<file path="src/design/stk_pkg.sv">
// ----------------------------------------------------------------------------
// stk_pkg
// types, constants and helpers shared by the script tokenizer
// ----------------------------------------------------------------------------
package stk_pkg;

  localparam int MAX_TOKEN_LEN = 256;
  localparam int LINE_BITS     = 20;
  localparam int LEN_W         = $clog2(MAX_TOKEN_LEN + 1);
  localparam int CHAR_W        = 16;
  localparam int LINE_OUT_W    = 20;
  localparam int RES_PER_ITEM  = 3;
  localparam int Q_DEPTH       = 4;
  localparam int Q_AW          = $clog2(Q_DEPTH);
  localparam int Q_CW          = $clog2(Q_DEPTH + 1);

  localparam logic [CHAR_W-1:0] CH_TAB   = 16'h0009;
  localparam logic [CHAR_W-1:0] CH_LF    = 16'h000A;
  localparam logic [CHAR_W-1:0] CH_CR    = 16'h000D;
  localparam logic [CHAR_W-1:0] CH_SPACE = 16'h0020;
  localparam logic [CHAR_W-1:0] CH_QUOTE = 16'h0022;
  localparam logic [CHAR_W-1:0] CH_LPAR  = 16'h0028;
  localparam logic [CHAR_W-1:0] CH_RPAR  = 16'h0029;
  localparam logic [CHAR_W-1:0] CH_STAR  = 16'h002A;
  localparam logic [CHAR_W-1:0] CH_COMMA = 16'h002C;
  localparam logic [CHAR_W-1:0] CH_SLASH = 16'h002F;
  localparam logic [CHAR_W-1:0] CH_SEMI  = 16'h003B;

  typedef enum logic [2:0] {
    MODE_BETWEEN,
    MODE_SLASH,
    MODE_LINE_CMT,
    MODE_BLOCK,
    MODE_BLOCK_STAR,
    MODE_TOKEN
  } mode_t;

  typedef enum logic [1:0] {
    KIND_CHAR,
    KIND_END,
    KIND_CUT
  } kind_t;

  typedef struct packed {
    kind_t                 kind;
    logic [CHAR_W-1:0]     token_char;
    logic [LINE_OUT_W-1:0] line_number;
    logic                  run_last;
  } result_t;

  typedef struct packed {
    logic                         valid;
    logic [1:0]                   cnt;
    result_t [RES_PER_ITEM-1:0]   res;
  } push_t;

  function automatic logic is_delim(input logic [CHAR_W-1:0] c);
    return (c == CH_QUOTE) || (c == CH_LPAR) || (c == CH_RPAR) || (c == CH_SPACE) ||
           (c == CH_TAB) || (c == CH_CR) || (c == CH_LF);
  endfunction

endpackage

</file>
<file path="src/design/stk_if.sv">
// ----------------------------------------------------------------------------
// stk_if
// valid/ready channels for input characters and tokenizer results
// ----------------------------------------------------------------------------
interface stk_in_if;
  import stk_pkg::*;

  logic              valid;
  logic              ready;
  logic [CHAR_W-1:0] char_code;
  logic              end_of_input;

  modport source (output valid, output char_code, output end_of_input, input ready);
  modport sink   (input valid, input char_code, input end_of_input, output ready);
endinterface

interface stk_out_if;
  import stk_pkg::*;

  logic                  valid;
  logic                  ready;
  logic [1:0]            kind;
  logic [CHAR_W-1:0]     token_char;
  logic [LINE_OUT_W-1:0] line_number;
  logic                  run_last;

  modport source (output valid, output kind, output token_char, output line_number,
                  output run_last, input ready);
  modport sink   (input valid, input kind, input token_char, input line_number,
                  input run_last, output ready);
endinterface

</file>
<file path="src/design/stk_scan.sv">
// ----------------------------------------------------------------------------
// stk_scan
// input register and scan state machine, turns one character into results
// ----------------------------------------------------------------------------
module stk_scan (
  input  logic           clk,
  input  logic           rst_n,
  stk_in_if.sink         in_ch,
  input  logic           room,
  output stk_pkg::push_t push
);
  import stk_pkg::*;

  logic                 in_valid_r;
  logic [CHAR_W-1:0]    in_char_r;
  logic                 in_eoi_r;
  logic                 adv;

  mode_t                mode_r, mode_nxt;
  logic [LEN_W-1:0]     len_r, len_nxt;
  logic [LINE_BITS-1:0] line_r, line_nxt;

  assign adv         = in_valid_r && room;
  assign in_ch.ready = !in_valid_r || room;

  // input register
  always_ff @(posedge clk) begin
    if (!rst_n) begin
      in_valid_r <= 1'b0;
    end else if (in_ch.ready) begin
      in_valid_r <= in_ch.valid;
    end
  end

  always_ff @(posedge clk) begin
    if (in_ch.ready && in_ch.valid) begin
      in_char_r <= in_ch.char_code;
      in_eoi_r  <= in_ch.end_of_input;
    end
  end

  // scan state
  always_ff @(posedge clk) begin
    if (!rst_n) begin
      mode_r <= MODE_BETWEEN;
      len_r  <= '0;
      line_r <= '0;
    end else begin
      mode_r <= mode_nxt;
      len_r  <= len_nxt;
      line_r <= line_nxt;
    end
  end

  always_comb begin
    result_t [RES_PER_ITEM-1:0] res;
    logic [1:0]                 cnt;
    mode_nxt = mode_r;
    len_nxt  = len_r;
    line_nxt = line_r;
    cnt      = 2'd0;
    for (int i = 0; i < RES_PER_ITEM; i++) begin
      res[i].kind        = KIND_CHAR;
      res[i].token_char  = '0;
      res[i].line_number = LINE_OUT_W'(line_r);
      res[i].run_last    = 1'b0;
    end
    if (adv) begin
      case (mode_r)
        MODE_SLASH: begin
          if (in_char_r == CH_SLASH) begin
            mode_nxt = MODE_LINE_CMT;
          end else if (in_char_r == CH_STAR) begin
            mode_nxt = MODE_BLOCK;
          end else begin
            mode_nxt          = MODE_TOKEN;
            res[0].token_char = CH_SLASH;
            cnt               = 2'd2;
            if (is_delim(in_char_r)) begin
              res[1].kind = KIND_END;
              mode_nxt    = MODE_BETWEEN;
              len_nxt     = '0;
            end else begin
              res[1].token_char = in_char_r;
              len_nxt           = LEN_W'(2);
            end
          end
        end
        MODE_LINE_CMT: begin
          if (in_char_r == CH_LF) begin
            mode_nxt = MODE_BETWEEN;
          end
        end
        MODE_BLOCK: begin
          if (in_char_r == CH_STAR) begin
            mode_nxt = MODE_BLOCK_STAR;
          end
        end
        MODE_BLOCK_STAR: begin
          if (in_char_r == CH_SLASH) begin
            mode_nxt = MODE_BETWEEN;
          end else if (in_char_r != CH_STAR) begin
            mode_nxt = MODE_BLOCK;
          end
        end
        MODE_TOKEN: begin
          if (is_delim(in_char_r)) begin
            res[0].kind = KIND_END;
            cnt         = 2'd1;
            mode_nxt    = MODE_BETWEEN;
            len_nxt     = '0;
          end else if (len_r >= LEN_W'(MAX_TOKEN_LEN)) begin
            res[0].kind       = KIND_CUT;
            res[1].token_char = in_char_r;
            cnt               = 2'd2;
            len_nxt           = LEN_W'(1);
          end else begin
            res[0].token_char = in_char_r;
            cnt               = 2'd1;
            len_nxt           = len_r + 1'b1;
          end
        end
        default: begin
          mode_nxt = MODE_BETWEEN;
          if (in_char_r <= CH_SPACE || in_char_r == CH_SEMI || in_char_r == CH_COMMA ||
              is_delim(in_char_r)) begin
            mode_nxt = MODE_BETWEEN;
          end else if (in_char_r == CH_SLASH && !in_eoi_r) begin
            mode_nxt = MODE_SLASH;
          end else begin
            mode_nxt          = MODE_TOKEN;
            res[0].token_char = in_char_r;
            cnt               = 2'd1;
            len_nxt           = LEN_W'(1);
          end
        end
      endcase
      if (in_eoi_r) begin
        if (mode_nxt == MODE_TOKEN) begin
          res[cnt].kind       = KIND_END;
          res[cnt].token_char = '0;
          cnt                 = cnt + 2'd1;
        end
        mode_nxt = MODE_BETWEEN;
        len_nxt  = '0;
      end
      if (in_char_r == CH_LF && line_r != {LINE_BITS{1'b1}}) begin
        line_nxt = line_r + 1'b1;
      end
      if (cnt != 2'd0) begin
        res[cnt - 2'd1].run_last = 1'b1;
      end
    end
    push.valid = adv;
    push.cnt   = cnt;
    push.res   = res;
  end

endmodule

</file>
<file path="src/design/stk_outq.sv">
// ----------------------------------------------------------------------------
// stk_outq
// small result queue, takes up to three results a cycle, sends one per beat
// ----------------------------------------------------------------------------
module stk_outq (
  input  logic          clk,
  input  logic          rst_n,
  input  stk_pkg::push_t push,
  output logic          room,
  stk_out_if.source     out_ch
);
  import stk_pkg::*;

  result_t          mem [Q_DEPTH];
  logic [Q_AW-1:0]  wr_ptr_r, rd_ptr_r;
  logic [Q_CW-1:0]  count_r;
  logic [Q_CW-1:0]  count_nxt;
  logic             pop;
  logic [1:0]       n_push;
  result_t          head;

  assign pop    = (count_r != '0) && out_ch.ready;
  assign room   = (count_r - Q_CW'(pop)) <= Q_CW'(Q_DEPTH - RES_PER_ITEM);
  assign n_push = push.valid ? push.cnt : 2'd0;
  assign count_nxt = count_r - Q_CW'(pop) + Q_CW'(n_push);

  always_ff @(posedge clk) begin
    if (!rst_n) begin
      wr_ptr_r <= '0;
      rd_ptr_r <= '0;
      count_r  <= '0;
    end else begin
      wr_ptr_r <= wr_ptr_r + Q_AW'(n_push);
      rd_ptr_r <= rd_ptr_r + Q_AW'(pop);
      count_r  <= count_nxt;
    end
  end

  always_ff @(posedge clk) begin
    for (int i = 0; i < RES_PER_ITEM; i++) begin
      if (2'(i) < n_push) begin
        mem[wr_ptr_r + Q_AW'(i)] <= push.res[i];
      end
    end
  end

  assign head               = mem[rd_ptr_r];
  assign out_ch.valid       = (count_r != '0);
  assign out_ch.kind        = head.kind;
  assign out_ch.token_char  = head.token_char;
  assign out_ch.line_number = head.line_number;
  assign out_ch.run_last    = head.run_last;

endmodule

</file>
<file path="src/design/script_tokenizer.sv">
// ----------------------------------------------------------------------------
// script_tokenizer
// splits a 16-bit character stream into tokens, skipping c-style comments
// ----------------------------------------------------------------------------
// Characters enter one per beat through an input register; the scan state
// machine turns each into zero to three results (token character, end of
// token, or a cut at the length limit), which go into a four-entry queue
// and leave one per output beat. A new character is taken every cycle as long
// as the queue can hold three more results after this cycle's output beat,
// so the input runs at one character per cycle while each character yields
// at most one result; a character that yields two or three results holds the
// single output port until each of them has left. A character passes the
// input register and then the queue before its first result appears. The
// line count saturates and is kept across end of input.
module script_tokenizer (
  input  logic      clk,
  input  logic      rst_n,
  stk_in_if.sink    in_ch,
  stk_out_if.source out_ch
);
  import stk_pkg::*;

  push_t push;
  logic  room;

  stk_scan u_scan (
    .clk   (clk),
    .rst_n (rst_n),
    .in_ch (in_ch),
    .room  (room),
    .push  (push)
  );

  stk_outq u_outq (
    .clk    (clk),
    .rst_n  (rst_n),
    .push   (push),
    .room   (room),
    .out_ch (out_ch)
  );

endmodule

</file>
<file path="src/flat_wrapper.sv">
// flat-port wrapper written by rule: the top's interface ports become plain ports
module script_tokenizer_flat import stk_pkg::*;
  (clk, rst_n, in_ch_valid, in_ch_char_code, in_ch_end_of_input, in_ch_ready, out_ch_valid, out_ch_kind, out_ch_token_char, out_ch_line_number, out_ch_run_last, out_ch_ready);
  stk_in_if in_ch_i ();
  stk_out_if out_ch_i ();
  input  logic clk;
  input  logic rst_n;
  input wire logic [$bits(in_ch_i.valid)-1:0] in_ch_valid;
  input wire logic [$bits(in_ch_i.char_code)-1:0] in_ch_char_code;
  input wire logic [$bits(in_ch_i.end_of_input)-1:0] in_ch_end_of_input;
  output wire logic [$bits(in_ch_i.ready)-1:0] in_ch_ready;
  output wire logic [$bits(out_ch_i.valid)-1:0] out_ch_valid;
  output wire logic [$bits(out_ch_i.kind)-1:0] out_ch_kind;
  output wire logic [$bits(out_ch_i.token_char)-1:0] out_ch_token_char;
  output wire logic [$bits(out_ch_i.line_number)-1:0] out_ch_line_number;
  output wire logic [$bits(out_ch_i.run_last)-1:0] out_ch_run_last;
  input wire logic [$bits(out_ch_i.ready)-1:0] out_ch_ready;
  assign in_ch_i.valid = in_ch_valid;
  assign in_ch_i.char_code = in_ch_char_code;
  assign in_ch_i.end_of_input = in_ch_end_of_input;
  assign in_ch_ready = in_ch_i.ready;
  assign out_ch_valid = out_ch_i.valid;
  assign out_ch_kind = out_ch_i.kind;
  assign out_ch_token_char = out_ch_i.token_char;
  assign out_ch_line_number = out_ch_i.line_number;
  assign out_ch_run_last = out_ch_i.run_last;
  assign out_ch_i.ready = out_ch_ready;
  script_tokenizer u_core (.clk(clk), .rst_n(rst_n), .in_ch(in_ch_i), .out_ch(out_ch_i));
endmodule
</file>
<file path="config.mk">
export PLATFORM = sky130hd
export DESIGN_NAME = script_tokenizer_flat
export DESIGN_NICKNAME = d
export VERILOG_FILES = /design/src/design/stk_pkg.sv /design/src/design/stk_if.sv /design/src/design/stk_scan.sv /design/src/design/stk_outq.sv /design/src/design/script_tokenizer.sv /design/src/flat_wrapper.sv
export SDC_FILE = /design/constraint.sdc
export NUM_CORES = 1
export LEC_CHECK = 0
export ABC_AREA = 1
export BUFFER_PORTS_ARGS = -buffer_cell sky130_fd_sc_hd__buf_2
export CORE_UTILIZATION = 60
export CTS_CLUSTER_SIZE = 40
export DETAILED_ROUTE_END_ITERATION = 6
export PLACE_DENSITY = 0.8
export SLEW_MARGIN = 20
export SYNTH_ARGS = -nofsm -noshare
export SYNTH_HDL_FRONTEND = slang
export SYNTH_SLANG_ARGS = --single-unit
</file>
<file path="constraint.sdc">
create_clock -name clk -period 9.2 [get_ports clk]
set_input_delay 0.92 -clock clk [delete_from_list [all_inputs] [get_ports clk]]
set_output_delay 0.92 -clock clk [all_outputs]
set_load 0.05 [all_outputs]
</file>
=== Yosys cells after proc, flatten, opt, wreduce, memory -nomap -nowiden ===
Memories as Yosys holds them, arrays and structs flattened. A register that Yosys moved wholly into a read port is not among the register bits.
Index checks and enable logic that the tools add are counted.

* Add/sub/neg operators: 10
* Order comparisons: 10
* Eq/ne operators: 24
* Mux-type cells: 77
* Reductions and logical operators: 24

{| class="wikitable"
|+ Operators by type and width
! kind !! count
|-
| $mux 117 || 5
|-
| $bwmux 117 || 3
|-
| $demux 39 s2 || 3
|-
| $mux 16 || 9
|-
| $eq 16x6->1 const B || 8
|-
| $mux 9 || 7
|-
| $eq 16x4->1 const B || 3
|-
| $pmux 16 s3 || 1
|-
| $mux 39 || 1
|-
| $mux 37 || 1
|-
| $mux 3 || 12
|-
| $mux 17 || 2
|-
| $mux 2 || 17
|-
| $pmux 16 s2 || 1
|-
| $pmux 9 s3 || 1
|-
| $add 20x1->20 const B || 1
|-
| $ne 20x20->1 const B || 1
|-
| $le 16x6->1 const B || 1
|-
| $ne 16x6->1 const B || 1
|-
| $pmux 3 s5 || 1
|-
| $mux 6 || 2
|-
| $logic_or 1x1->1 || 10
|-
| $mux 1 || 10
|-
| $add 9x1->9 const B || 1
|-
| other kinds (27) || 43
|}

* Bits in registers: 57
* Memory bits (writable): 156
* Input bits: 21
* Output and inout port bits: 41
* Logic and storage cells: 155
* Memories kept: 1

{| class="wikitable"
|+ Memories
! name !! depth !! width !! read ports !! clocked after memory_dff !! wr ports !! RTL line !! source
|-
| u_core.u_outq.mem || 4 || 39 || 1 || 1 || 3 || stk_outq.sv:14 || <nowiki>result_t mem [Q_DEPTH];</nowiki>
|}

=== Depth between registers and ports, before layout ===
* Word-level depth: 24
* Gate-level depth with buffers: 22
* Gate-level depth less buffers: 20

=== Modules after synthesis ===
Synthesis repeated with hierarchy kept, for this count alone.

* Cells, all modules: 1954
* Area, all modules: 14179.8 um2

{| class="wikitable"
|+ Modules (own cells, without submodules)
! module !! instances !! cells each !! area an instance (um2) !! seq. area each (um2)
|-
| stk_outq || 1 || 1394 || 10141.0 || 4824.6
|-
| stk_scan || 1 || 560 || 4038.9 || 1171.1
|}

=== Worst setup path after synthesis ===
OpenSTA, ideal clock, no wires.

* Path kind: input port to flip-flop
* Start: in out_ch_ready
* End: mem u_core.u_outq.mem[1][0] in the netlist's numbering, enable pin
* Library setup time: 403 ps
* Arrival: 3639 ps
* Data required time: 8797 ps
* Slack: 5158 ps
* Cell stages on the path: 11
* Buffers on the path: 1
* Cell sequence: a21boi_0 -> ha_1 -> ha_1 -> xnor2_1 -> nand3_1 -> inv_2 -> clkbuf_1 -> nand2_2 -> nand2_1 -> nand2_1 -> nand3_1

{| class="wikitable"
|+ RTL lines
! what !! RTL line !! source
|-
| start: declaration || flat_wrapper.sv:17 || <nowiki>input wire logic [$bits(out_ch_i.ready)-1:0] out_ch_ready;</nowiki>
|-
| end: declaration || stk_outq.sv:14 ||
|}

==> metrics.txt <==
cell mode on critical path nand2_1; crit path max-delay cell type nand3_2; final worst setup slack 4.97 ns; routed wire length 23,400 um; Final Max Slew Viols 0; Critical Path End Type flop; Hold Crit Start u_core.u_scan.len_r[3]; fin crit share 0.460; delay-heaviest family, CP simple AND/OR/NAND/NOR gates; die width 134 um; Worst-path clk slew 0.06 ns; cts hold-fix bufs 0; worst-skew pair later-pin latency around 0.51 ns; layout filler cell count approximately 1,300; P_int 0.00210 W; PortBufs 61; TNS Setup 0 ns; mean area per synthesized cell 9.29 um2; Setup crit start kind flop; critical path type flop to flop; RSZ-0062 raised after global routing no; worst setup path start u_core.u_scan.in_char_r[15]; router iterations before antenna repair 6; critical path's largest stage delay 0.54 ns; initial core utilization 0.620; Req. time, crit path 9.33 ns; Root Driver clkbuf_16; largest net degree at the start of global routing 53; clk_skew 0.0316 ns; critical path cell sequence nor2_1, nand2_1, nor2_4, nand3_1, nand2_1, nor2_1, nand2_1, nand2_1, nand2_1, inv_1, ha_1, nand3_2, nand2_2, nand3_2, nand3_2, buf_4; grt total ovfl 0; antenna-violating nets left 0; crit path max fanout 32; io pins 62; P&R area growth vs syn 10.8%; DR vias 8,071; RD Place Congestion 0.935; main combinational cell family by area after synthesis simple AND/OR/NAND/NOR gates; final instance area 11,500 um2; Worst Tran Pin Value 1.07 ns; DIE AREA roughly 18,000 um2; HP Class flop to flop; first-pass GRT wire length 37,700 um; area fraction in compound gates after synthesis 0.134; syn_nets 1,150; # rows 47; Routed wire per std cell around 17 um; Setup Buffers After CTS 0; clock network power share 0.224; Tmin final 4.23 ns; Die Ht 134 um; TritonCTS Buffers 22; Seq cells post-synth 213; Final Hold Vio Count 0; dpl cell area 10,800 um2; Mapped Area 10,400 um2; relative slew slack 0.285; CTS tree built; Core Region 16,800 um2; number of setup violations in the final report 0; power per cell area 320 nW/um2; final non-filler cell total 1,399; cts repair resizes 0; worst slack, placed 4.26 ns; # diodes 0; Fin Hold WS 0.512 ns; leak pwr 4.50 nW; mux cell area share after synthesis 0; initial antenna violation count 0; switching share of power 0.431; vias in the first global route between 7,000 and 8,000; share of cells above drive strength 1 0.126; GRT Resource Usage Total 0.267; Synth Area in Simple Gates 0.217; Synth Area in XOR/XNOR 0.00421; initial drt markers 794; Max Cap Viol 0; Max clock buf depth 3; Placed Cells incl. Taps 1,360; maximum clock rate between 200 and 250 MHz; Final nets 1,195; Seq pwr share 0.368; FF-to-FF Start u_core.u_scan.in_char_r[15]; maximum vdd drop 0.248 mV; # DRC 0; WP data arrival 4.36 ns; DP HPWL around 15,000 um; Sink Count 213; Yosys warnings 0; cell count after synthesis about 1,100; status completed; library cells used by synthesis 42; Buf+Inv Stages, Crit Path 2; Adder-Cell Fraction of Synth Area 0.0120; CTS H-Tree Depth 1; vias per inst 5.77; sw power 0.00159 W; sequential share of the synthesized area 0.577; Comb pwr share 0.408
## routing by layer
metal  share of wire  up-vias  global-route usage
li1                -     3970                   -
met1            0.43     3752               0.358
met2            0.48      308               0.459
met3           0.068       41              0.0358
met4           0.017        0              0.0663
met5               0        -                   0
## state kept, by name, summed over array words and instances (netlist names), 2 cells and up
signal / count
u_core.u_outq.rd_ptr_r: 2
u_core.u_outq.mem: 156
u_core.u_scan.in_char_r: 16
u_core.u_outq.count_r: 3
u_core.u_scan.line_r: 20
u_core.u_outq.wr_ptr_r: 2
u_core.u_scan.len_r: 9
u_core.u_scan.mode_r: 3
## power groups by stage
stage	sequential (W)	combinational [W]	clock, W
after floorplan	0.00136	0.00116	0
after global placement	0.00137	0.00146	0
after detailed placement	0.00138	0.00149	0
after CTS	0.00136	0.00150	0.000833
after global routing	0.00137	0.00162	0.000872
final	0.00136	0.00150	0.000827
## layout make-up
cell class | instances | area, um2 | area share
Timing Repair Buffer | 69 | 365 | 0.0317
Multi-Input combinational cell | 765 | 3860 | 0.335
Clock buffer | 29 | 577 | 0.0501
Sequential cell | 213 | 6000 | 0.521
Tap cell | 220 | 275 | 0.0239
Clock inverter | 10 | 88.8 | 0.00772
Inverter | 93 | 349 | 0.0303
## kinds of logic (layout without fill, tap and decap cells)
group	Yosys count	in the layout
AND/OR/NAND/NOR	494	494
flip-flops	213	213
adder cells (fa/ha/maj)	10	10
XOR/XNOR	5	5
buffers and inverters	141	201
AO/OA/AOI/OAI	256	256
## cells in the mapped netlist (all sizes together)
cell type	number	area [um2]
nand2	210	838
edfxtp	173	5190
nor2	172	757
o21ai	145	726
inv	93	349
nand3	72	413
a21oi	49	249
dfxtp	40	801
o22ai	39	244
clkbuf	30	113
nor3	23	120
buf	18	119
nand4	12	75.1
ha	10	125
a211oi	6	45.0
a31oi	6	37.5
a21boi	5	37.5
o211ai	4	40.0
xor2	3	26.3
nor3b	2	15.0
xnor2	2	17.5
nand3b	1	20.0
nor4	1	6.26
o21a	1	7.51
o21ba	1	10.0
or2	1	6.26
## worst reg2reg max path, cell delays in order, from the launching register on
cell and delay (ns):
edfxtp_1 0.41, nor2_1 0.12, nand2_1 0.09, nor2_4 0.34
nand3_1 0.21, nand2_1 0.13, nor2_1 0.06, nand2_1 0.05
nand2_1 0.06, nand2_1 0.13, inv_1 0.11, ha_1 0.33
nand3_2 0.11, nand2_2 0.19, nand3_2 0.54, nand3_2 0.47
buf_4 0.49
## through the flow
step | util | total power, W
finish | 0.687 | 0.00368
global route | 0.687 | 0.00387
detailed placement | 0.646 | 0.00287
global placement | 0.646 | 0.00283
floorplan | - | 0.00252
CTS | 0.686 | 0.00369
## final timing paths
path	endpoint	slack, ns	cells past startpoint
worst max-delay path	u_core.u_outq.mem[3][23]	4.97	16
worst min-delay path	u_core.u_scan.len_r[3]	0.51	2
worst max register to register	u_core.u_outq.mem[3][23]	4.97	16
worst min register to register	u_core.u_scan.len_r[3]	0.51	2
## layout by cell type (no fill, tap or decap), types with 5 or more instances in the layout
cell / count
nand2_1: 198
edfxtp_1: 173
nor2_1: 161
o21ai_0: 134
inv_1: 87
buf_2: 61
nand3_1: 57
a21oi_1: 48
o22ai_1: 39
dfxtp_1: 39
nor3_1: 22
clkbuf_16: 22
nand4_1: 12
nand3_2: 12
o21ai_1: 11
ha_1: 10
nand2_2: 8
buf_4: 8
clkbuf_1: 7
inv_2: 6
a211oi_1: 6
a31oi_1: 6
nor2_8: 5
(Power assumes the default switching activity.)
